==> config.mk <==
export PLATFORM = sky130hd
export DESIGN_NAME = drtfl_mult
export DESIGN_NICKNAME = d
export VERILOG_FILES = /design/src/hw/rtl/drtfl_pkg.sv /design/src/hw/rtl/drtfl_mult.sv
export SDC_FILE = /design/constraint.sdc
export NUM_CORES = 2
export LEC_CHECK = 0
export BUFFER_PORTS_ARGS = -buffer_cell sky130_fd_sc_hd__buf_2
export CORE_MARGIN = 5
export CORE_UTILIZATION = 60
export CTS_BUF_LIST = sky130_fd_sc_hd__clkbuf_2
export DETAILED_ROUTE_END_ITERATION = 12
export PLACE_DENSITY = 0.77
export REMOVE_ABC_BUFFERS = 1
export SLEW_MARGIN = 30
export SYNTH_ARGS = -nofsm -noshare
export SYNTH_HDL_FRONTEND = slang
export SYNTH_SLANG_ARGS = --single-unit
==> constraint.sdc <==
create_clock -name clk -period 7.2 [get_ports clk]
set_clock_uncertainty 0.1 [all_clocks]
set_input_delay 0.72 -clock clk [delete_from_list [all_inputs] [get_ports clk]]
set_output_delay 0.72 -clock clk [all_outputs]
set_load 0.1 [all_outputs]
==> src/hw/rtl/drtfl_pkg.sv <==
// Shared constants and types for the dated rate table with floor lookup.
`timescale 1ns / 1ps
package drtfl_pkg;

	localparam int TABLE_DEPTH   = 1024;
	localparam int FRACTION_BITS = 16;
	localparam int ADDR_W        = $clog2(TABLE_DEPTH);
	localparam int COUNT_W       = $clog2(TABLE_DEPTH + 1);

	localparam int YEAR_W   = 14;
	localparam int MONTH_W  = 7;
	localparam int DAY_W    = 7;
	localparam int KMONTH_W = 4;
	localparam int KDAY_W   = 5;
	localparam int KEY_W    = YEAR_W + KMONTH_W + KDAY_W;
	localparam int VALUE_W  = 41;
	localparam int RATE_W   = 40;
	localparam int PROD_W   = 50;

	localparam int MAX_QUANTITY = 1000;
	localparam int QTY_W        = $clog2((MAX_QUANTITY << FRACTION_BITS) + 1);
	localparam logic [VALUE_W-1:0] QTY_LIMIT = VALUE_W'(MAX_QUANTITY) << FRACTION_BITS;
	localparam int SUM_W = (QTY_W + RATE_W > FRACTION_BITS + PROD_W) ?
		(QTY_W + RATE_W) : (FRACTION_BITS + PROD_W);

	typedef enum logic {
		OP_INSERT = 1'b0,
		OP_QUERY  = 1'b1
	} op_t;

	typedef enum logic [2:0] {
		STS_INSERTED  = 3'd0,
		STS_RESULT    = 3'd1,
		STS_BAD_DATE  = 3'd2,
		STS_DUPLICATE = 3'd3,
		STS_BAD_VALUE = 3'd4,
		STS_NO_DATA   = 3'd5,
		STS_FULL      = 3'd6
	} status_t;

	typedef enum logic [2:0] {
		ST_IDLE,
		ST_CHECK,
		ST_SCAN,
		ST_MUL,
		ST_FINISH
	} fsm_t;

	typedef struct packed {
		logic [KEY_W-1:0]  key;
		logic [RATE_W-1:0] rate;
	} entry_t;

	typedef struct packed {
		logic              done;
		logic              dup;
		logic              found;
		logic [KEY_W-1:0]  best_key;
		logic [RATE_W-1:0] best_rate;
	} scan_res_t;

endpackage

==> src/hw/rtl/drtfl_mult.sv <==
// Two-stage quantity by rate multiplier built from two partial products.
`timescale 1ns / 1ps
module drtfl_mult
	import drtfl_pkg::*;
(
	input  logic              clk,
	input  logic              arst_n,
	input  logic              start,
	input  logic [QTY_W-1:0]  qty,
	input  logic [RATE_W-1:0] rate,
	output logic              done,
	output logic [PROD_W-1:0] product
);

	localparam int RateLoW = RATE_W / 2;
	localparam int RateHiW = RATE_W - RateLoW;

	logic                       v_s1;
	logic                       v_s2;
	logic [QTY_W+RateLoW-1:0]   pp_lo_s1;
	logic [QTY_W+RateHiW-1:0]   pp_hi_s1;
	logic [SUM_W-1:0]           sum;
	logic [PROD_W-1:0]          product_s2;

	always_ff @(posedge clk or negedge arst_n) begin
		if (!arst_n) begin
			v_s1 <= 1'b0;
			v_s2 <= 1'b0;
		end else begin
			v_s1 <= start;
			v_s2 <= v_s1;
		end
	end

	always_ff @(posedge clk) begin
		pp_lo_s1 <= (QTY_W + RateLoW)'(qty) * (QTY_W + RateLoW)'(rate[RateLoW-1:0]);
		pp_hi_s1 <= (QTY_W + RateHiW)'(qty) * (QTY_W + RateHiW)'(rate[RATE_W-1:RateLoW]);
		product_s2 <= sum[FRACTION_BITS +: PROD_W];
	end

	assign sum     = SUM_W'(pp_lo_s1) + (SUM_W'(pp_hi_s1) << RateLoW);
	assign done    = v_s2;
	assign product = product_s2;

endmodule
---- After elaboration in Yosys (flattened, before gate mapping) ----
Index checks and enable logic that the tools add are counted.
storage, ports and cells
  bits of input ports ..................... 69
  output and inout bits ................... 51
  logic and storage cells ................. 8
  flip-flop bits (word level) ............. 144
operators by class
  add/subtract/negate cells ............... 1
  $mul .................................... 2
operators with widths
  kind                          number
  multiplier 26 x 20 -> 46 bit  2
  adder 46 x 66 -> 66 bit       1

---- Longest topological paths before layout ----
  depth after elaboration ................. 1
  depth in mapped cells ................... 26
  mapped depth without buffers ............ 25

---- Worst setup path before layout ----
No wires, ideal clock.
  path kind ............................... in2reg
  start ................................... input port rate[11]
  end ..................................... register pp_lo_s1[39]
  path slack .............................. -0.041 ns
  arrival ................................. 7.021 ns
  cell stages on the path ................. 24
  buffers on the path ..................... 3
  required time ........................... 6.980 ns
  setup time .............................. 0.120 ns
  cells stage by stage .................... clkbuf_1 -> clkbuf_1 -> nand2_1 -> fa_1 -> inv_1 -> fa_1 -> fa_1 -> fa_1 -> fa_1 -> fa_1 -> inv_1 -> fa_1 -> inv_1 -> ha_1 -> buf_6 -> a21o_1 -> a21o_1 -> a2111oi_2 -> o21a_2 -> nor2_1 -> a21o_1 -> a2111oi_4 -> nor2b_1 -> o31a_1
on the way
  word-level cells in the longest chain between the ends .. 1
ends and longest elaborated chain
  what                          RTL line          source
  from (decl)                   drtfl_mult.sv:10  input logic [RATE_W-1:0] rate,
  multiplier 26 x 20 -> 46 bit  drtfl_mult.sv:36  pp_lo_s1 <= (QTY_W + RateLoW)'(qty) * (QTY_W + RateLoW)'(rate[RateLoW-1:0]);
  to (signal assigned)          drtfl_mult.sv:36
  to (decl)                     drtfl_mult.sv:20  logic [QTY_W+RateLoW-1:0] pp_lo_s1;
Every way passes these cells.

---- Worst setup path in the final report ----
  start ................................... input port qty[6]
  end ..................................... register pp_lo_s1[40]
on the way
  word-level cells in the longest chain between the ends .. 1
ends and longest elaborated chain
  what                          RTL line          source
  from (decl)                   drtfl_mult.sv:9   input logic [QTY_W-1:0] qty,
  multiplier 26 x 20 -> 46 bit  drtfl_mult.sv:36
Every way passes these cells.

==> results.md <==
- Synthesized area per cell: 8.97 sq um
- Critical path required time: 7.82 ns
- Clk root buf: clkbuf_2
- Most frequent cells in the layout: inv_1, fa_1, nand2_1, and2_1, ha_1
- Multi-input gate area: 30900 sq um
- Num rows: 92
- EDFF count, synth: 0
- Slew @ Worst Pin: 0.863 ns
- Synthesized area: 38000 sq um
- Top post-synthesis cells by area: fa_1, ha_1, inv_1, and2_1, dfxtp_1
- Yosys reg bits: 128
- Initial core utilization: 0.604
- GRT Total Usage: 0.297
- Clock Path Buffers: 2
- Layout cell share with drive strength beyond 1: 0.113
- Worst Hold Class: in -> async
- I/O pin count: 120
- Largest net degree at the start of global routing: 31
- Routability cong.: 0.927
- Gate count after technology mapping: 4232
- Die extent in y: 262 microns
- Biggest area consumer among synthesized cells: fa_1
- Fillers: 5087
- Setup TNS after final layout: 0 ns
- Critical path peak fanout: 8
- CTS Hold Bufs: 2
- WS Path Type: in -> reg
- DRT Pass-1 Iters: 8
- Post-synth top flop: dfxtp_1
- Vias per cell: 5.42
- Fin. Hold Viols: 0
- HPWL after DPL: 84000 microns
- Vias: 29000
- Post-Route WL: 97800 microns
- First-pass GRT wire length: 161000 microns
- Reg clk slew, reported paths: 0.21 ns
- Netlist cell types: 75
- Port bufs: 119
- Mean routed wirelength per cell: 18.3 microns
- Die X: 262 microns
- Sequential standard cell area: 2570 sq um
- Commonest non-fill, non-tap cell in the layout: inv_1
- Area grow syn2layout: 10.2%
- Crit path time final: 6.92 ns
- Worst skew pair latency: 0.78 ns
- Final setup viols: 0
- Async S/R FF share, synth: 0.0156
- Final period util: 0.961
- Core Region: 62900 sq um
- TritonCTS clock tree: yes
- Resized Gates After CTS: 0
- Hold WS: 0.123 ns
- Post-synth top area share: 0.452
- Iter 0 DRT Violations: 1809
- Worst Setup End Kind: flip-flop
- Sequential element share of the synthesized area: 0.0678
- Grt ovf: 0
- CTS Buf Count: 17
- Worst setup SP type: input port
- Crit path arrival time: 7.54 ns
- Yosys warns: 0
- Initial antenna violation count: 7
- Total clock sinks: 128
- Total Die Area: 68400 sq um
- Post-CTS Setup Inserts: 0
- Peak Freq: 144 MHz
- Slew margin rel.: 0.418
- DRC viols: 0
- Number of global-route vias before repair: 31300
- Status: finished clean
- Unrepaired setup endpoints after global routing: false
- Routed Antenna Nets: 0
- Net count reported at finish: 5751
- Final count of pins violating max slew: 0
- Max-cap violations: 0
- CTS HTree Levels: 4
==> stage by stage <==
stage / std cells / cell area, sq um / setup WS [ns] / utilization
detailed placement: 5315 / 41500 / -0.427 / 0.661
CTS: 5349 / 41800 / 0.417 / 0.665
global route: 5351 / 41800 / 0.124 / 0.665
finish: 5351 / 41800 / 0.278 / 0.665
floorplan: 4019 / 37100 / 0.371 / -
global placement: 5315 / 41500 / -0.424 / 0.661
==> worst paths after layout <==
path,slack (ns),startpoint,depth (start not counted),end
setup / recovery,0.28,qty[6],25,pp_lo_s1[40]
hold / removal,0.12,arst_n,2,v_s1
setup reg to reg,3.31,pp_lo_s1[21],10,product[33]
hold reg to reg,0.25,pp_lo_s1[16],0,product[0]
max in group asynchronous,6.78,arst_n,2,done
min in group clk,0.21,qty[0],2,pp_hi_s1[0]
==> state kept, by name (all words and copies together), names as in the netlist <==
signal,cells
pp_hi_s1,46
product,50
pp_lo_s1,30
done,1
v_s1,1
==> per-layer routing <==
layer  vias to the layer above  routed length (microns)  global-route usage
met2                       986                    47600               0.499
li1                      13000                        -                   -
met4                        10                     5290               0.131
met3                       265                     6360              0.0485
met1                     14800                    38500               0.383
met5                         -                       63                   0
==> cells by family after synthesis <==
family	share of synthesized area
fa+ha+maj	0.562
flops	0.0678
simple gates	0.162
xor+xnor	0.0270
compound gates	0.0618
buf+inv	0.119
==> critical path, stage by stage <==
cell and delay (ns):
buf_2 0.32, buf_4 0.22, buf_4 0.18, and2_1 0.15, fa_1 0.43, fa_1 0.52, inv_1 0.05, fa_1 0.47
inv_1 0.07, fa_1 0.47, ha_1 0.30, fa_1 0.48, inv_1 0.05, fa_1 0.47, inv_1 0.04, ha_1 0.30
o21a_1 0.12, o21a_1 0.17, o311ai_0 0.67, o21a_2 0.32, o31ai_1 0.13, a221o_1 0.40, a211oi_2 0.21, and2b_1 0.16
xnor2_1 0.11
==> Yosys cell counts (all sizes together), types with 6 or more instances <==
cell / number
nor2: 50
o21bai: 14
and2: 468
o21ai: 51
nand4: 19
and3: 19
nor2b: 18
ha: 336
clkbuf: 210
o31ai: 6
xor2: 36
a31oi: 14
o21a: 13
nand2b: 10
o211ai: 8
inv: 981
xnor2: 81
fa: 856
dfxtp: 126
a21o: 66
a211oi: 19
nand3: 18
nor3: 9
nand2: 627
a21oi: 106
==> cell type report <==
type	instances	share of cell area
multi-input cells	2910	0.739
inverters	981	0.0881
repair buffers	452	0.0802
flip-flops and latches	128	0.0615
well taps	846	0.0253
clock inverters	15	0.00410
clock buffers	17	0.00204
diodes	2	0.000120
Power is not shown: default switching activity piles up to over one toggle a cycle in this logic, so the estimate is an artifact.
