--- src/hw/rtl/drtfl_pkg.sv ---
// Shared constants and types for the dated rate table with floor lookup.
`timescale 1ns / 1ps
package drtfl_pkg;

	localparam int TABLE_DEPTH   = 1024;
	localparam int FRACTION_BITS = 16;
	localparam int ADDR_W        = $clog2(TABLE_DEPTH);
	localparam int COUNT_W       = $clog2(TABLE_DEPTH + 1);

	localparam int YEAR_W   = 14;
	localparam int MONTH_W  = 7;
	localparam int DAY_W    = 7;
	localparam int KMONTH_W = 4;
	localparam int KDAY_W   = 5;
	localparam int KEY_W    = YEAR_W + KMONTH_W + KDAY_W;
	localparam int VALUE_W  = 41;
	localparam int RATE_W   = 40;
	localparam int PROD_W   = 50;

	localparam int MAX_QUANTITY = 1000;
	localparam int QTY_W        = $clog2((MAX_QUANTITY << FRACTION_BITS) + 1);
	localparam logic [VALUE_W-1:0] QTY_LIMIT = VALUE_W'(MAX_QUANTITY) << FRACTION_BITS;
	localparam int SUM_W = (QTY_W + RATE_W > FRACTION_BITS + PROD_W) ?
		(QTY_W + RATE_W) : (FRACTION_BITS + PROD_W);

	typedef enum logic {
		OP_INSERT = 1'b0,
		OP_QUERY  = 1'b1
	} op_t;

	typedef enum logic [2:0] {
		STS_INSERTED  = 3'd0,
		STS_RESULT    = 3'd1,
		STS_BAD_DATE  = 3'd2,
		STS_DUPLICATE = 3'd3,
		STS_BAD_VALUE = 3'd4,
		STS_NO_DATA   = 3'd5,
		STS_FULL      = 3'd6
	} status_t;

	typedef enum logic [2:0] {
		ST_IDLE,
		ST_CHECK,
		ST_SCAN,
		ST_MUL,
		ST_FINISH
	} fsm_t;

	typedef struct packed {
		logic [KEY_W-1:0]  key;
		logic [RATE_W-1:0] rate;
	} entry_t;

	typedef struct packed {
		logic              done;
		logic              dup;
		logic              found;
		logic [KEY_W-1:0]  best_key;
		logic [RATE_W-1:0] best_rate;
	} scan_res_t;

endpackage

--- src/hw/rtl/drtfl_scan.sv ---
// Table scanner that reads every stored entry once and tracks duplicate and floor match.
`timescale 1ns / 1ps
module drtfl_scan
	import drtfl_pkg::*;
(
	input  logic               clk,
	input  logic               arst_n,
	input  logic               start,
	input  logic [KEY_W-1:0]   key,
	input  logic [COUNT_W-1:0] count,
	output logic               rd_en,
	output logic [ADDR_W-1:0]  rd_addr,
	input  entry_t             rd_data,
	output scan_res_t          res
);

	logic               busy_q;
	logic [COUNT_W-1:0] idx_q;
	logic               rd_v_s1;
	logic               dup_q;
	logic               found_q;
	logic [KEY_W-1:0]   best_key_q;
	logic [RATE_W-1:0]  best_rate_q;
	logic               done;

	assign rd_en   = busy_q && (idx_q < count);
	assign rd_addr = idx_q[ADDR_W-1:0];
	assign done    = busy_q && (idx_q == count) && !rd_v_s1;

	always_ff @(posedge clk or negedge arst_n) begin
		if (!arst_n) begin
			busy_q  <= 1'b0;
			idx_q   <= '0;
			rd_v_s1 <= 1'b0;
			dup_q   <= 1'b0;
			found_q <= 1'b0;
		end else if (start) begin
			busy_q  <= 1'b1;
			idx_q   <= '0;
			rd_v_s1 <= 1'b0;
			dup_q   <= 1'b0;
			found_q <= 1'b0;
		end else if (busy_q) begin
			rd_v_s1 <= rd_en;
			if (rd_en) begin
				idx_q <= idx_q + 1'b1;
			end
			if (rd_v_s1) begin
				if (rd_data.key == key) begin
					dup_q <= 1'b1;
				end
				if ((rd_data.key <= key) && (!found_q || (rd_data.key > best_key_q))) begin
					found_q <= 1'b1;
				end
			end
			if (done) begin
				busy_q <= 1'b0;
			end
		end
	end

	always_ff @(posedge clk) begin
		if (busy_q && rd_v_s1 && (rd_data.key <= key)
				&& (!found_q || (rd_data.key > best_key_q))) begin
			best_key_q  <= rd_data.key;
			best_rate_q <= rd_data.rate;
		end
	end

	always_comb begin
		res.done      = done;
		res.dup       = dup_q;
		res.found     = found_q;
		res.best_key  = best_key_q;
		res.best_rate = best_rate_q;
	end

endmodule

--- config.mk ---
export PLATFORM = sky130hd
export DESIGN_NAME = drtfl_scan
export DESIGN_NICKNAME = d
export VERILOG_FILES = /design/src/hw/rtl/drtfl_pkg.sv /design/src/hw/rtl/drtfl_scan.sv
export SDC_FILE = /design/constraint.sdc
export NUM_CORES = 1
export LEC_CHECK = 0
export ABC_AREA = 1
export ABC_CLOCK_PERIOD_IN_PS = 5000
export BUFFER_PORTS_ARGS = -buffer_cell sky130_fd_sc_hd__buf_4
export CAP_MARGIN = 10
export CORE_MARGIN = 2
export CORE_UTILIZATION = 30
export DETAILED_ROUTE_END_ITERATION = 8
export GPL_TIMING_DRIVEN = 1
export SLEW_MARGIN = 20
export SYNTH_ARGS = -nofsm -noshare
export SYNTH_HDL_FRONTEND = slang
export SYNTH_SLANG_ARGS = --single-unit
export TNS_END_PERCENT = 50
--- constraint.sdc ---
create_clock -name clk -period 5 [get_ports clk]
set_input_delay 0.25 -clock clk [delete_from_list [all_inputs] [get_ports clk]]
set_output_delay 0.25 -clock clk [all_outputs]
set_load 0.1 [all_outputs]
# == Word-level counts from Yosys, hierarchy flattened ==
# Cells that the tools add are included.
# classes
n_bitwise,0
mul,0
n_eq_ne,2
n_reduce_logical,18
order_cmp,3
muxes,16
add_sub_neg,1
shift,0
n_div,0
# op_table
op,n
two-way mux 11 bit,3
equality test 23 bit,1
> comparator 23 bit,1
less-or-equal comparator 23 bit,1
two-way mux 1 bit,13
adder 11 x 1 -> 11 bit (second input constant),1
equality test 11 bit,1
less-than comparator 11 bit,1
nonzero test 2 bit,5
logical AND 1 bit,7
AND reduction 3 bit,2
zero test 1 bit,2
AND reduction 2 bit,1
logical OR 1 bit,1
# totals
romBits,0
memories,0
latchBits,0
word_cells,47
mem_bits_rw,0
inputBits,100
out_inout_bits,77
register_bits,78

# == Longest topological paths before layout ==
# depth
ltp_word,7
ltp_mapped,14
depth_no_buf,14

# == Worst setup path after synthesis ==
# OpenSTA, ideal clock, no wires.
# synth_timing
kind,reg2reg
start,register best_key_q[22]
end,register best_key_q[0] (enable)
required_time_ns,4.583
arrival_ns,3.204
n_path_buf,0
setup_slack_ns,1.378
stages_incl_launch_ff,13
setup_ns,0.417
path_cell_list,edfxtp_1 -> inv_1 -> ha_1 -> nand2_1 -> nor2_1 -> nand3_1 -> nor2_1 -> nand2_1 -> nand3_1 -> nand2_1 -> nand2_1 -> nand2_1 -> inv_1
# synth_between
elab_chain_cells,3
# synth_lines
element,line,rtl
from (decl),drtfl_scan.sv:22,logic [KEY_W-1:0] best_key_q;
from (signal assigned),drtfl_scan.sv:65,best_key_q <= rd_data.key;
> comparator 23 bit,drtfl_scan.sv:64,&& (!found_q || (rd_data.key > best_key_q))) begin
logical OR 1 bit,drtfl_scan.sv:64,
logical AND 1 bit,drtfl_scan.sv:64,
# Every way passes these cells.
# A chain may end at the register's enable or synchronous reset.

# == Worst setup path after layout ==
# layout_timing
start,register best_key_q[22]
end,register best_rate_q[25] (enable)
# layout_between
elab_chain_cells,3
# layout_lines
element,line,rtl
> comparator 23 bit,drtfl_scan.sv:64,
logical OR 1 bit,drtfl_scan.sv:64,
logical AND 1 bit,drtfl_scan.sv:64,
to (signal assigned),drtfl_scan.sv:66,best_rate_q <= rd_data.rate;
to (decl),drtfl_scan.sv:23,logic [RATE_W-1:0] best_rate_q;
# Every way passes these cells.

==> key figures <==
Outcome
  • Status: finished, final reports clean

Setup path
  • Crit start category: flip-flop
  • Worst path most repeated cell: nand2_1
  • Crit Path Max Fanout: 37
  • Slowest CP cell: inv_2
  • Critical path data arrival time: 2.87 ns
  • Setup CP Type: reg2reg
  • Slowest stage delay, CP: 0.58 ns
  • Required time of the critical path: 5.01 ns
  • Crit path cell chain: inv_1 -> ha_1 -> nand2_1 -> nor2_1 -> nand3_1 -> nor2_1 -> nand2_1 -> nand3_1 -> nand2_1 -> nand2_1 -> nand2_1 -> inv_2 -> buf_4
  • Critical path endpoint category: flip-flop

Drt
  • Met3 WL post-DR: 550 um
  • M1 WL: 5.011 mm
  • Max layer used: met4
  • ANT nets after route: 0
  • DRT iter0 DRCs: 187
  • Routed length on met2: 5.715 mm
  • Drt wl/cell: 13.91 um
  • Final WL: 11.41 mm
  • Vias: 3,591
  • TritonRoute pass-1 iters: 4
  • DR vias/cell: 4.379
  • DRC violations left: 0

STA
  • Worst hold slack: 0.07913 ns
  • Slew Limit Headroom: 0.4629
  • Setup violators final: 0
  • Tmin final: 2.866 ns
  • RSZ-0062 raised after global routing: no
  • Final Hold Viols: 0
  • Fin crit share: 0.5732
  • Setup TNS: 0 ns
  • Final Max Slew Viols: 0
  • Fmax achieved: 348.9 MHz
  • Setup Skew: 0.009177 ns
  • Least-Margin Pin Slew: 0.8045 ns

Final layout
  • Footprint of the multi-input gates: 1772 sq um
  • Filler cell count: 1,427
  • # diodes: 0
  • Layout cells sized above 1: 0.3428
  • Nets@finish: 789
  • Register area: 2267 sq um
  • Area grow syn2layout: 38.41%

Synth
  • Number of synthesized flops with an enable pin: 63
  • Cell area after synthesis: 4506 sq um
  • Synth top cells by count: nand2_1 (103), inv_1 (87), edfxtp_1 (63), ha_1 (58), nor2_1 (31)
  • Seq/Total Area, Yosys: 0.5032
  • Main flop type after synthesis: edfxtp_1
  • Share of the synthesized area in the top cell type: 0.4199
  • Yosys warning total: 0
  • Most common cell in the netlist: nand2_1
  • Synth top area cells: edfxtp_1 (42%), ha_1 (16%), nand2_1 (8.6%), dfrtp_1 (8.3%), inv_1 (7.2%)
  • Syn Inst Count: 458
  • Share of async-settable or async-resettable flops after synthesis: 0.1923
  • Synth Register Bits: 78
  • Area leader, netlist: edfxtp_1
  • Cell variety after synth: 32
  • Syn Nets: 616
  • Syn_area_per_cell: 9.837 sq um

Placed design
  • Gpl congestion: 0.8424
  • Port bufs: 176
  • DPL Wire Length: 9.245 mm

Global route
  • Total gr overflow: 0
  • First-pass GRT wire length: 18.38 mm
  • Gr usage total: 0.1456
  • Vias in the first global route: 3,719
  • Initial antenna violation count: 0
  • Largest net degree at the start of global routing: 38

Clock tree
  • H-tree depth: 3
  • Clk buf depth: 2
  • Postcts setup bufs: 0
  • CTS root buf: clkbuf_16
  • CTS clk-pin slew, worst paths: 0.07 ns
  • Hold buffer count at cts: 1
  • CTS Buf Count: 9
  • Sink Count: 78
  • TritonCTS clock tree: done
  • CTS resizes: 0
  • Worst-Skew Late Latency: 0.34 ns

Floorplanning
  • Die Area: 16,010 sq um
  • # IOs: 177
  • Die width: 126.6 um
  • Starting density of the core: 0.3088
  • Core region area: 14,590 sq um
  • Num rows: 44
  • Die H: 126.6 um

Power and ir drop
  • VDD IR-drop max: 0.0001367 V
  • Leakage: 3.148 nW
  • Cell Pwr Density: 318.4 nW/um^2

Flow run
  • Maxcap violations: 0

Worst hold path
  • Type of the worst min-delay path: in2reg
[metal layers]
layer / global-route usage / vias up
met5: 0 / -
met1: 0.1802 / 1652
met3: 0.02910 / 8
met2: 0.2539 / 103
li1: - / 1828
met4: 0.04848 / 0
[final cells by class]
| cell class | instances | share of cell area |
|---|---|---|
| flip-flops and latches | 78 | 0.3636 |
| clock inverters | 7 | 0.01043 |
| inverters | 90 | 0.05417 |
| multi-input cells | 274 | 0.2841 |
| well taps | 184 | 0.03692 |
| repair buffers | 178 | 0.2147 |
| clock buffers | 9 | 0.03612 |
[worst max-delay path, delay by kind of cell, from the launching register on]
family	cells	cell delay, ns
and+or+nand+nor	9	0.77
DFF	1	0.35
buffers and inverters	3	1.11
adders and majority gates	1	0.29
[placed cells by master (no fill, tap or decap), types with 4 or more instances in the layout]
cell type  Yosys  layout
inv_2          3       4
buf_4         14     177
o21ai_0        4       4
xor2_1         5       5
inv_1         87      86
nor2_1        31      31
edfxtp_1      63      63
a21oi_1       20      20
dfrtp_1       15      15
nand2_2        4       4
ha_1          58      58
nand2_1      103     103
nand3_1       16      16
clkbuf_16      0       9
nand3_2        9       9
[cell families (layout without fill, tap and decap cells)]
group | after synthesis | in the layout | share of synthesized area
buf+inv | 106 | 284 | 0.1036
simple gates | 177 | 177 | 0.1763
fa+ha+maj | 58 | 58 | 0.1611
compound gates | 31 | 31 | 0.04027
xor+xnor | 8 | 8 | 0.01555
flops | 78 | 78 | 0.5032
[where the power goes]
part	switching (mW)	internal, mW
Clock	0.286	0.348
Sequential	0.0198	0.757
Combinational	0.424	0.150
Total	0.730	1.26
[state kept, by name, summed over array words and instances, names as in the netlist]
register / cells
best_key_q: 23
found_q: 1
best_rate_q: 40
dup_q: 1
idx_q: 11
rd_v_s1: 1
busy_q: 1
[worst paths after layout]
path	start	end	slack [ns]	cells after the start
worst max-delay path	best_key_q[22]	best_rate_q[25]	2.13	13
worst min-delay path	rd_data[39]	best_rate_q[39]	0.08	1
worst max register to register	best_key_q[22]	best_rate_q[25]	2.13	13
worst min register to register	dup_q	dup_q	0.53	2
max in group asynchronous	arst_n	found_q	4.51	2
min in group asynchronous	arst_n	idx_q[3]	0.30	2
[per-stage QoR]
stage	total power [mW]	setup WS (ns)	area, sq um	utilization	cells
after CTS	2.015	2.043	6236	0.4274	820
after global routing	2.084	1.790	6236	0.4274	820
after detailed placement	1.370	2.032	5936	0.4069	803
after global placement	1.362	2.138	5936	0.4069	803
final	1.985	2.134	6236	0.4274	820
after floorplan	1.200	1.378	4506	-	458
No activity file was read; power rests on OpenSTA's default activity.
