===== config.mk =====
export PLATFORM = sky130hd
export DESIGN_NAME = drtfl_date_check
export DESIGN_NICKNAME = d
export VERILOG_FILES = /design/src/hw/rtl/drtfl_pkg.sv /design/src/hw/rtl/drtfl_date_check.sv
export SDC_FILE = /design/constraint.sdc
export NUM_CORES = 1
export LEC_CHECK = 0
export ABC_AREA = 1
export ABC_CLOCK_PERIOD_IN_PS = 8700
export BUFFER_PORTS_ARGS = -buffer_cell sky130_fd_sc_hd__buf_2
export CAP_MARGIN = 20
export CORE_MARGIN = 4
export CORE_UTILIZATION = 45
export DETAILED_ROUTE_END_ITERATION = 8
export PLACE_DENSITY = 0.63
export SKIP_LAST_GASP = 1
export SLEW_MARGIN = 5
export SYNTH_ARGS = -nofsm -noshare
export SYNTH_HDL_FRONTEND = slang
export SYNTH_SLANG_ARGS = --single-unit
export TNS_END_PERCENT = 50

===== constraint.sdc =====
create_clock -name vclk -period 8.7
set_clock_uncertainty 0.2 [all_clocks]
set_input_delay 0.435 -clock vclk [all_inputs]
set_output_delay 0.435 -clock vclk [all_outputs]
set_load 0.02 [all_outputs]

===== src/hw/rtl/drtfl_pkg.sv =====
// Shared constants and types for the dated rate table with floor lookup.
`timescale 1ns / 1ps
package drtfl_pkg;

	localparam int TABLE_DEPTH   = 1024;
	localparam int FRACTION_BITS = 16;
	localparam int ADDR_W        = $clog2(TABLE_DEPTH);
	localparam int COUNT_W       = $clog2(TABLE_DEPTH + 1);

	localparam int YEAR_W   = 14;
	localparam int MONTH_W  = 7;
	localparam int DAY_W    = 7;
	localparam int KMONTH_W = 4;
	localparam int KDAY_W   = 5;
	localparam int KEY_W    = YEAR_W + KMONTH_W + KDAY_W;
	localparam int VALUE_W  = 41;
	localparam int RATE_W   = 40;
	localparam int PROD_W   = 50;

	localparam int MAX_QUANTITY = 1000;
	localparam int QTY_W        = $clog2((MAX_QUANTITY << FRACTION_BITS) + 1);
	localparam logic [VALUE_W-1:0] QTY_LIMIT = VALUE_W'(MAX_QUANTITY) << FRACTION_BITS;
	localparam int SUM_W = (QTY_W + RATE_W > FRACTION_BITS + PROD_W) ?
		(QTY_W + RATE_W) : (FRACTION_BITS + PROD_W);

	typedef enum logic {
		OP_INSERT = 1'b0,
		OP_QUERY  = 1'b1
	} op_t;

	typedef enum logic [2:0] {
		STS_INSERTED  = 3'd0,
		STS_RESULT    = 3'd1,
		STS_BAD_DATE  = 3'd2,
		STS_DUPLICATE = 3'd3,
		STS_BAD_VALUE = 3'd4,
		STS_NO_DATA   = 3'd5,
		STS_FULL      = 3'd6
	} status_t;

	typedef enum logic [2:0] {
		ST_IDLE,
		ST_CHECK,
		ST_SCAN,
		ST_MUL,
		ST_FINISH
	} fsm_t;

	typedef struct packed {
		logic [KEY_W-1:0]  key;
		logic [RATE_W-1:0] rate;
	} entry_t;

	typedef struct packed {
		logic              done;
		logic              dup;
		logic              found;
		logic [KEY_W-1:0]  best_key;
		logic [RATE_W-1:0] best_rate;
	} scan_res_t;

endpackage


===== src/hw/rtl/drtfl_date_check.sv =====
// Calendar date validation with the Gregorian leap year rule.
`timescale 1ns / 1ps
module drtfl_date_check
	import drtfl_pkg::*;
(
	input  logic [YEAR_W-1:0]  year,
	input  logic [MONTH_W-1:0] month,
	input  logic [DAY_W-1:0]   day,
	output logic               ok
);

	localparam logic [12:0] Recip100 = 13'd5243;
	localparam int Recip100Shift = 19;
	localparam int PRODW = YEAR_W + 13;
	localparam logic [YEAR_W-1:0] MinYear = YEAR_W'(2009);
	localparam logic [YEAR_W-1:0] MaxYear = YEAR_W'(9999);

	logic [PRODW-1:0]     recip_prod;
	logic [7:0]           cent;
	logic [14:0]          cent_x100;
	logic [YEAR_W-1:0]    cent_rem;
	logic                 leap;
	logic [DAY_W-1:0]     month_len;

	always_comb begin
		recip_prod = PRODW'(year) * PRODW'(Recip100);
		cent       = recip_prod[Recip100Shift +: 8];
		cent_x100  = 15'(cent) * 15'd100;
		cent_rem   = year - cent_x100[YEAR_W-1:0];
		leap       = (year[1:0] == 2'b00) && ((cent_rem != '0) || (cent[1:0] == 2'b00));
		unique case (month)
			7'd4, 7'd6, 7'd9, 7'd11: month_len = 7'd30;
			7'd2:                    month_len = leap ? 7'd29 : 7'd28;
			default:                 month_len = 7'd31;
		endcase
		ok = (year >= MinYear) && (year <= MaxYear) && (month >= 7'd1) && (month <= 7'd12)
			&& (day >= 7'd1) && (day <= month_len);
	end

endmodule


### Word level (Yosys, flattened, before mapping)

Index checks and enable logic that the tools add are counted.

| storage, ports and cells | value |
|---|---|
| register bits | 0 |
| bits of input ports | 28 |
| output and inout port bits | 1 |
| logic and storage cells | 27 |

| cells by class | value |
|---|---|
| add/subtract/negate cells | 1 |
| multiply operators | 2 |
| magnitude comparators | 6 |
| equal/unequal tests | 5 |
| multiplexer cells | 2 |
| reduce and logical (&&, ||, !) cells | 11 |

Operators by type and width:

| operator | count |
|---|---|
| 14-bit by 13-bit multiplier with 27-bit output, second input constant | 1 |
| 7-bit by 3-bit equality test with 1-bit output, second input constant | 2 |
| 7-bit by 4-bit equality test with 1-bit output, second input constant | 2 |
| 14-bit by 11-bit greater-or-equal comparator with 1-bit output, second input constant | 1 |
| 7-bit by 1-bit greater-or-equal comparator with 1-bit output, second input constant | 2 |
| 14-bit less-or-equal comparator, second input constant | 1 |
| 14-bit nonzero test | 1 |
| 14-bit subtractor | 1 |
| 8-bit by 5-bit multiplier with 12-bit output, second input constant | 1 |
| 7-bit by 2-bit equality test with 1-bit output, second input constant | 1 |
| 7-bit by 4-bit less-or-equal comparator with 1-bit output, second input constant | 1 |
| 7-bit less-or-equal comparator | 1 |
| 1-bit logical AND | 6 |
| 2-bit zero test | 2 |
| 2-bit case mux with 2 select lines | 1 |
| 4-bit OR reduction | 1 |
| 1-bit logical OR | 1 |
| 1-bit 2-to-1 mux | 1 |

### Logic depth before layout (Yosys ltp)

Gate-level depths: netlist of run 1.

| logic depth | value |
|---|---|
| depth after elaboration | 10 |
| depth in mapped cells | 49 |

### Worst setup path before layout of run 1

Ideal clock, no wire load.

| timing path | value |
|---|---|
| path kind | input port to output port |
| from | input year[5] |
| to | output ok |
| arrival | 8264 ps |
| required time | 8065 ps |
| path slack | -199 ps |
| stages | 44 |
| path buffers | 0 |
| cells stage by stage | inv_1 -> fa_1 -> inv_1 -> ha_1 -> fa_1 -> fa_1 -> inv_1 -> fa_1 -> inv_1 -> ha_1 -> a21oi_1 -> o21ai_0 -> a21oi_1 -> nand2_1 -> nand3_1 -> and2_1 -> xor2_1 -> inv_1 -> [8 not listed] -> a21oi_1 -> o21ai_1 -> xnor2_1 -> ha_1 -> inv_1 -> nor3_1 -> a211oi_1 -> nand2_1 -> xor2_1 -> a21oi_2 -> nand3_2 -> nand2_2 -> a21oi_2 -> ha_1 -> a21oi_1 -> o21ai_0 -> nand3_1 -> a21oi_1 |

| between the ends | value |
|---|---|
| word-level cells in the longest chain between the ends | 10 |
| elaborated cells between the ends (all ways) | 17 |
| those cells by class | add/sub: 1; mul: 2; order compare: 3; mux: 2; reduce/logical: 9 |

Ends and longest elaborated chain:

| item | RTL line | RTL |
|---|---|---|
| start, declared | drtfl_date_check.sv:6 | `input logic [YEAR_W-1:0] year,` |
| 14-bit by 13-bit multiplier with 27-bit output | drtfl_date_check.sv:26 | `recip_prod = PRODW'(year) * PRODW'(Recip100);` |
| 8-bit by 5-bit multiplier with 12-bit output | drtfl_date_check.sv:28 | `cent_x100 = 15'(cent) * 15'd100;` |
| 14-bit subtractor | drtfl_date_check.sv:29 | `cent_rem = year - cent_x100[YEAR_W-1:0];` |
| 14-bit nonzero test | drtfl_date_check.sv:30 | `leap = (year[1:0] == 2'b00) && ((cent_rem != '0) \|\| (cent[1:0] == 2'b00));` |
| 1-bit logical OR | drtfl_date_check.sv:30 |  |
| 1-bit logical AND | drtfl_date_check.sv:30 |  |
| 1-bit 2-to-1 mux | drtfl_date_check.sv:33 | `7'd2: month_len = leap ? 7'd29 : 7'd28;` |
| 2-bit case mux with 2 select lines | drtfl_date_check.sv:31 | `unique case (month)` |
| 7-bit less-or-equal comparator | drtfl_date_check.sv:37 | `&& (day >= 7'd1) && (day <= month_len);` |
| 1-bit logical AND (*) | drtfl_date_check.sv:37 |  |
| end, declared | drtfl_date_check.sv:9 | `output logic ok` |

Mark *: on every way between the ends. The rest lies on a longest branch, timed or not.

### Worst setup path after layout of run 1

| timing path | value |
|---|---|
| from | input year[10] |
| to | output ok |

Same word-level chain as after synthesis.

==> results of run 1 <==
layer usage:
| metal | wire length [um] | GRT usage, % | up-vias |
|---|---|---|---|
| met1 | 5760 | 28.0 | 2124 |
| met4 | 264 | 3.72 | 0 |
| met3 | 497 | 1.64 | 20 |
| met5 | 0 | 0 | - |
| met2 | 6580 | 38.4 | 70 |
| li1 | - | - | 2234 |
placed cells by master (no fill, tap or decap), types with 2 or more instances in the layout:
cell type,instances
nor3_4,2
xor2_2,3
fa_1,65
nor2_2,6
a21oi_1,18
ha_1,121
ha_4,22
ha_2,5
xnor2_1,6
nand3_1,20
nand2_4,3
xor2_1,8
nand4_1,7
o21ai_0,4
nand2_1,63
nand3_2,6
xnor2_2,2
nand3b_1,3
buf_2,19
buf_6,9
a21o_1,3
nand3_4,2
inv_1,141
a211oi_2,2
nor3_1,3
nand2_2,14
o21ai_1,8
inv_2,18
nor2_1,26
a21oi_2,16
o21ai_2,2
buf_4,113
layout make-up:
| type | instances | area [sq um] |
|---|---|---|
| Fill cell | 920 | 4120 |
| Inverter | 161 | 607 |
| Multi-Input combinational cell | 453 | 4950 |
| Tap cell | 140 | 175 |
| Timing Repair Buffer | 143 | 1080 |
cell families (layout without fill, tap and decap cells):
kind of cell             after synthesis  after routing  synth area share, %
AND/OR/NAND/NOR                      158            158                 15.2
AO/OA/AOI/OAI                         62             62                 6.96
adder cells (fa/ha/maj)              214            214                 62.6
buffers and inverters                161            304                 11.9
XOR/XNOR                              19             19                 3.28
per-stage QoR:
| stage | utilization, % | hold WS [ns] | area, sq um | setup TNS, ns |
|---|---|---|---|---|
| after floorplan | - | 0.957 | 5100 | 0 |
| after global placement | 56.0 | 1.20 | 6120 | -0.789 |
| after detailed placement | 56.0 | 1.23 | 6120 | -0.866 |
| after CTS | 61.7 | 1.22 | 6750 | -0.263 |
| after global routing | 62.3 | 1.26 | 6810 | -0.768 |
| final | 62.3 | 1.21 | 6810 | -0.322 |
worst paths after layout:
| kind | cells after the start | start | slack (ns) | endpoint |
|---|---|---|---|---|
| setup / recovery | 47 | year[10] | -0.32 | ok |
| hold / removal | 7 | day[6] | 1.21 | ok |
worst max-delay path, delay by kind of cell:
kind	cells	cell delay, ns
buffers and inverters	13	1.12
and+or+nand+nor	8	0.81
AOI/OAI and AO/OA	13	1.58
xor gates and xnor gates	2	0.38
adders and majority gates	11	4.09
repair_timing:
| item | 4_1_cts | 5_1_grt |
|---|---|---|
| pin swaps | 94 | 17 |
| hold endpoints to repair | 0 | 0 |
| endpoints found under the setup margin | 1 | 1 |
| setup buffers | 18 | 3 |
| resized for setup | 108 | 10 |
| hold buffers | 0 | 0 |
==> impl_metrics.yaml, run 1 <==
run_status:
  outcome: "finished, violations left"
  violations: "setup timing"
routing:
  drt_iter0_drc: 126
  routed_wirelength_um: 13100
  vias: 4448
  firstDrtPassIters: 4
  drtAntennaViolNets: 0
  via_per_inst: 4.96
  post-route-drc-count: 0
  wl_per_cell_um: 14.6
yosys:
  synth_seq_area_share_pct: 0
  synth_cells: 614
  syn_nets: 856
  syn_area_sq_um: 5070
  syn_avg_cell_area_sq_um: 8.25
  yosysTopAreaCell: "ha_1"
  synthDominantCellAreaShare_pct: 36.6
  yosys_warnings: 0
  yosysMostFrequentCell: "inv_1"
  synthTopCellsByCount: "inv_1 (160), ha_1 (148), nand2_1 (69)"
  synth_cell_types: 32
  synth.area.top_cells: "ha_1 (37%), fa_1 (26%), inv_1 (12%)"
global_routing:
  grt_remaining_overflow: 0
  grt_max_degree: 8
  grt_pass1_wl_um: 22500
  grt_pass1_vias: 4794
  grt_use_total_pct: 21.2
  antenna_found_initial: 0
final_layout:
  clkbuf_count: 0
  diodes: 0
  seqCellArea_sq_um: 0
  layoutNonFillerInstCount: 897
  seq_cells: 0
  syn_to_final_growth_pct: 34.5
  drive_gt1_share_pct: 33.4
  fin_nets: 1001
sta:
  timing.fmax_ghz: 0.111
  tightest_slew_ns: 0.334
  slew_headroom_pct: 77.4
  worst_slack_ns: -0.322
  rsz0062_at_grt: "yes"
  setup_viol_count_final: 1
  final_hold_viol_count: 0
  fin_crit_ns: 9.02
  fin_crit_sh_pct: 104
  slew_viol_final: 0
job:
  cap_violations: 0
min_path:
  hold_path.class: "primary input to output port"
floorplan:
  die_area_sq_um: 13000
  rows: 38
  die_height_um: 114
  io-pin-count: 29
  fp.dieW_um: 114
  initial_core_util_pct: 46.3
  core_sq_um: 10900
place:
  hpwl_um: 11300
  placedCellCount: 877
  port_buffers: 29
  dpl_worst_slack_ns: -0.866
  place.gp.congestion: 0.960
setup_path:
  cpMostUsedCell: "a21oi_2"
  cp-start-kind: "primary input"
  crit_path_end_kind: "output port"
  slowest_stage: "fa_1"
  crit_fanout: 7
  crit_arrival_ns: 8.39
  cp.required_ns: 8.07
  worstSetupPathType: "primary input to output port"
  cpPeakStageDelay_ns: 0.52
Power of run 1 is not shown: default switching activity piles up to over one toggle a cycle in this logic, so the estimate is an artifact.
==> run 2, diff against run 1 <==
--- a/config.mk
+++ b/config.mk
@@ -6,13 +6,12 @@
 export NUM_CORES = 1
 export LEC_CHECK = 0
 export ABC_AREA = 1
-export ABC_CLOCK_PERIOD_IN_PS = 8700
+export ABC_CLOCK_PERIOD_IN_PS = 7500
 export BUFFER_PORTS_ARGS = -buffer_cell sky130_fd_sc_hd__buf_2
 export CAP_MARGIN = 20
-export CORE_MARGIN = 4
-export CORE_UTILIZATION = 45
+export CORE_UTILIZATION = 60
 export DETAILED_ROUTE_END_ITERATION = 8
-export PLACE_DENSITY = 0.63
+export PLACE_DENSITY = 0.81
 export SKIP_LAST_GASP = 1
 export SLEW_MARGIN = 5
 export SYNTH_ARGS = -nofsm -noshare
==> constraint.sdc (replaced) <==
create_clock -name vclk -period 7.5
set_clock_uncertainty 0.2 [all_clocks]
set_input_delay 0.375 -clock vclk [all_inputs]
set_output_delay 0.375 -clock vclk [all_outputs]
set_load 0.02 [all_outputs]
==> run 2 against run 1 <==
Effect of this change:
- the flow still finishes with violations (setup timing)
- sequential share of layout area is the same
- routed wire length is 14% higher
- critical path depth fell by 2
- design area decreased by 2.6%
- flip-flop and latch count did not move
- worst setup slack worse by 1.4 ns
- via count increased by 8.6%
- die area shrank 32%
- final cell count fell by 4.0%
- critical endpoint unchanged
- highest routed layer unchanged
==> impl_metrics.yaml, run 2 (same netlist as run 1, synthesis figures left out) <==
setup_path:
  cp.required_ns: 6.92
  cp-start-kind: "primary input"
  cpPeakStageDelay_ns: 0.52
  slowest_stage: "fa_1"
  crit_arrival_ns: 8.68
  worstSetupPathType: "primary input to output port"
  crit_path_end_kind: "output port"
  crit_fanout: 5
routing:
  firstDrtPassIters: 5
  highest_layer: "met4"
  routed_wirelength_um: 15000
  drtAntennaViolNets: 0
  drt_iter0_drc: 225
  wl_met3_um: 893
  wl_met2_um: 7720
  wl_met1_um: 5730
  post-route-drc-count: 0
  via_per_inst: 5.61
  wl_per_cell_um: 17.4
  vias: 4831
sta:
  fin_crit_ns: 9.26
  slew_viol_final: 0
  rsz0062_at_grt: "yes"
  fin_tns_setup_ns: -1.76
  final_hold_viol_count: 0
  tightest_slew_ns: 0.364
  fin_crit_sh_pct: 123
  worst_slack_ns: -1.76
  setup_viol_count_final: 1
  timing.fmax_ghz: 0.108
  slew_headroom_pct: 75.5
global_routing:
  grt_max_degree: 11
  grt_pass1_vias: 5178
  grt_use_total_pct: 32.4
  antenna_found_initial: 0
  grt_remaining_overflow: 0
  grt_pass1_wl_um: 22400
place:
  place.gp.congestion: 0.993
  place_area_sq_um: 6300
  dpl_worst_slack_ns: -1.68
  hpwl_um: 11800
  port_buffers: 29
run_status:
  outcome: "finished, violations left"
  violations: "setup timing"
final_layout:
  diodes: 0
  multi_input_area_sq_um: 4860
  final_common_cell: "inv_1"
  fin_area_sq_um: 6640
  seq_cells: 0
  seqCellArea_sq_um: 0
  layout_common_cells: "inv_1 (144), ha_1 (129), buf_4 (117)"
  drive_gt1_share_pct: 30.6
  clkbuf_count: 0
  syn_to_final_growth_pct: 31.0
  fill_cells: 482
  fin_nets: 1000
floorplan:
  die_height_um: 93.9
  fp.dieW_um: 93.9
  initial_core_util_pct: 62.0
  core_sq_um: 8180
  die_area_sq_um: 8820
  io-pin-count: 29
  rows: 33
min_path:
  whs_path_depth: 7
  min_from: "day[5]"
  min_to: "ok"
  hold_path.class: "primary input to output port"
job:
  cap_violations: 0
clocking:
  cts.hold.buffers_added: 0
[run 2: worst max-delay path, delay by kind of cell]
kind | cells | cell delay (ns)
AND/OR/NAND/NOR | 11 | 1.24
XOR/XNOR | 2 | 0.35
adder cells (fa/ha/maj) | 12 | 4.48
buffers and inverters | 9 | 0.74
AO/OA/AOI/OAI | 11 | 1.45
[run 2: worst max path at each step]
stage                   from  to
global placement     year[4]  ok
global route         year[5]  ok
detailed placement   year[4]  ok
CTS                  year[2]  ok
floorplan           year[12]  ok
finish              year[12]  ok
[run 2: through the flow]
| stage | hold WS [ns] | std cells | util [%] |
|---|---|---|---|
| after floorplan | 0.848 | 614 | - |
| after global placement | 1.13 | 849 | 77.1 |
| after detailed placement | 1.13 | 849 | 77.1 |
| after CTS | 1.14 | 856 | 78.2 |
| after global routing | 1.17 | 861 | 81.2 |
| final | 1.12 | 861 | 81.2 |
[run 2: timing repair]
action	CTS	global route
setup buffers	7	5
pin swaps	3	43
resized for setup	12	37
endpoints found under the hold margin	0	0
endpoints found under the setup margin	1	1
[run 2: layout make-up]
class,instances,area share [%]
timing repair buffer,142,15.5
tap,105,1.98
multi-input combinational,453,73.2
inverter,161,9.27
[run 2: metal layers]
metal / vias to the layer above / global-route usage (%)
met5: - / 0
met4: 0 / 7.56
met3: 66 / 2.27
met2: 210 / 61.7
met1: 2329 / 39.2
li1: 2226 / -
Power of run 2 is left out for the same reason.
==> run 3, diff against run 2 <==
--- a/config.mk
+++ b/config.mk
@@ -9,9 +9,11 @@
 export ABC_CLOCK_PERIOD_IN_PS = 7500
 export BUFFER_PORTS_ARGS = -buffer_cell sky130_fd_sc_hd__buf_2
 export CAP_MARGIN = 20
+export CORE_MARGIN = 2
 export CORE_UTILIZATION = 60
 export DETAILED_ROUTE_END_ITERATION = 8
 export PLACE_DENSITY = 0.81
+export RECOVER_POWER = 50
 export SKIP_LAST_GASP = 1
 export SLEW_MARGIN = 5
 export SYNTH_ARGS = -nofsm -noshare
==> run 3 against run 2 <==
Effect of this change:
- maximum frequency shrank 2.1%
- utilization rose by 4.1 points
- the flow still finishes with violations (setup timing)
- design area rose by 5.5%
- routed wire length grew 29%
- final cell count increased by 1.9%
- via count up 12%
- critical endpoint unchanged
- worst setup slack worse by 0.20 ns
- first-iteration DRC count grew 110%
==> impl_metrics.yaml, run 3 (same netlist as run 1, synthesis figures left out) <==
floorplan:
  rows: 33
  die_height_um: 95.9
  die_area_sq_um: 9190
  io-pin-count: 29
  fp.dieW_um: 95.9
  initial_core_util_pct: 61.7
  core_sq_um: 8220
place:
  place_area_sq_um: 6290
  place.gp.congestion: 0.953
  placedCellCount: 847
  hpwl_um: 12200
  port_buffers: 29
routing:
  drt_iter0_drc: 479
  vias: 5400
  firstDrtPassIters: 8
  via_per_inst: 6.16
  post-route-drc-count: 0
  drtAntennaViolNets: 0
  routed_wirelength_um: 19300
  wl_per_cell_um: 22.0
final_layout:
  layout_common_cells: "inv_1 (139), buf_4 (131), ha_1 (118)"
  drive_gt1_share_pct: 35.9
  fin_nets: 1016
  fin_area_sq_um: 7010
  layoutNonFillerInstCount: 877
  clkbuf_count: 0
  diodes: 0
  seqCellArea_sq_um: 0
  syn_to_final_growth_pct: 38.3
  seq_cells: 0
  fill_cells: 398
  final_common_cell: "inv_1"
setup_path:
  crit_arrival_ns: 8.88
  worstSetupPathType: "primary input to output port"
  slowest_stage: "fa_1"
  cp.required_ns: 6.92
  crit_fanout: 5
  path_depth: 47
  crit_buf_inv: 7
  cp-start-kind: "primary input"
  crit_path_end_kind: "output port"
  cpPeakStageDelay_ns: 0.64
  crit_family: "adder cells"
global_routing:
  grt-busiest-layer: "met2"
  antenna_found_initial: 0
  grt_use_total_pct: 35.6
  met1_usage_pct: 41.2
  grtUsageMet2_pct: 65.1
  grt_max_degree: 11
  grt_remaining_overflow: 0
  grt_pass1_wl_um: 24800
  grt_pass1_vias: 5280
  use_met3_pct: 3.92
sta:
  timing.fmax_ghz: 0.106
  rsz0062_at_grt: "yes"
  fin_crit_ns: 9.45
  tightest_slew_ns: 0.424
  slew_viol_final: 0
  setup_viol_count_final: 1
  final_hold_viol_count: 0
  slew_headroom_pct: 71.7
  fin_crit_sh_pct: 126
  worst_slack_ns: -1.95
min_path:
  hold_path.class: "primary input to output port"
  whs_path_depth: 7
run_status:
  outcome: "finished, violations left"
  violations: "setup timing"
job:
  cap_violations: 0
clocking:
  cts.hold.buffers_added: 0
[run 3: cell count changes in the layout (fill, tap and decap cells not counted), sizes merged]
cell    delta
clkbuf     -1
buf       +17
[run 3: worst paths after layout]
check    start  to  slack [ns]
max    year[5]  ok       -1.95
min     day[6]  ok        1.08
[run 3: stage by stage]
stage                     hold WS (ns)  worst slack, ns  utilization, %  TNS [ns]
final                             1.08            -1.95            85.3     -1.95
after global routing              1.11            -2.12            85.3     -2.12
after CTS                         1.12            -1.42            81.5     -1.42
after detailed placement          1.13            -1.80            76.5     -1.80
after global placement            1.13            -1.58            76.5     -1.58
after floorplan                  0.848           -0.703               -    -0.703
[run 3: layout make-up]
| cell class | instances | area (sq um) | share of cell area, % |
|---|---|---|---|
| multi-input combinational | 453 | 5040 | 72.0 |
| timing repair buffer | 158 | 1210 | 17.3 |
| inverter | 161 | 618 | 8.82 |
| tap | 105 | 131 | 1.88 |
[run 3: routing by layer]
metal	vias to the layer above	share of wire, %
met3	172	9.9
met4	0	9.3
met5	-	0
met2	450	47
met1	2512	34
li1	2266	-
[run 3: worst min-delay path: cells and delay by family]
kind	cells	cell delay, ns
simple gates	2	0.14
compound gates	3	0.19
buf+inv	2	0.19
[run 3: timing repair]
| item | CTS | global route |
|---|---|---|
| hold endpoints to repair | 0 | 0 |
| pin swaps | 59 | 52 |
| endpoints found under the setup margin | 1 | 1 |
| cloned | 0 | 0 |
| resized for setup | 52 | 48 |
| buffers inserted | 19 | 11 |
Power of run 3 is left out for the same reason.
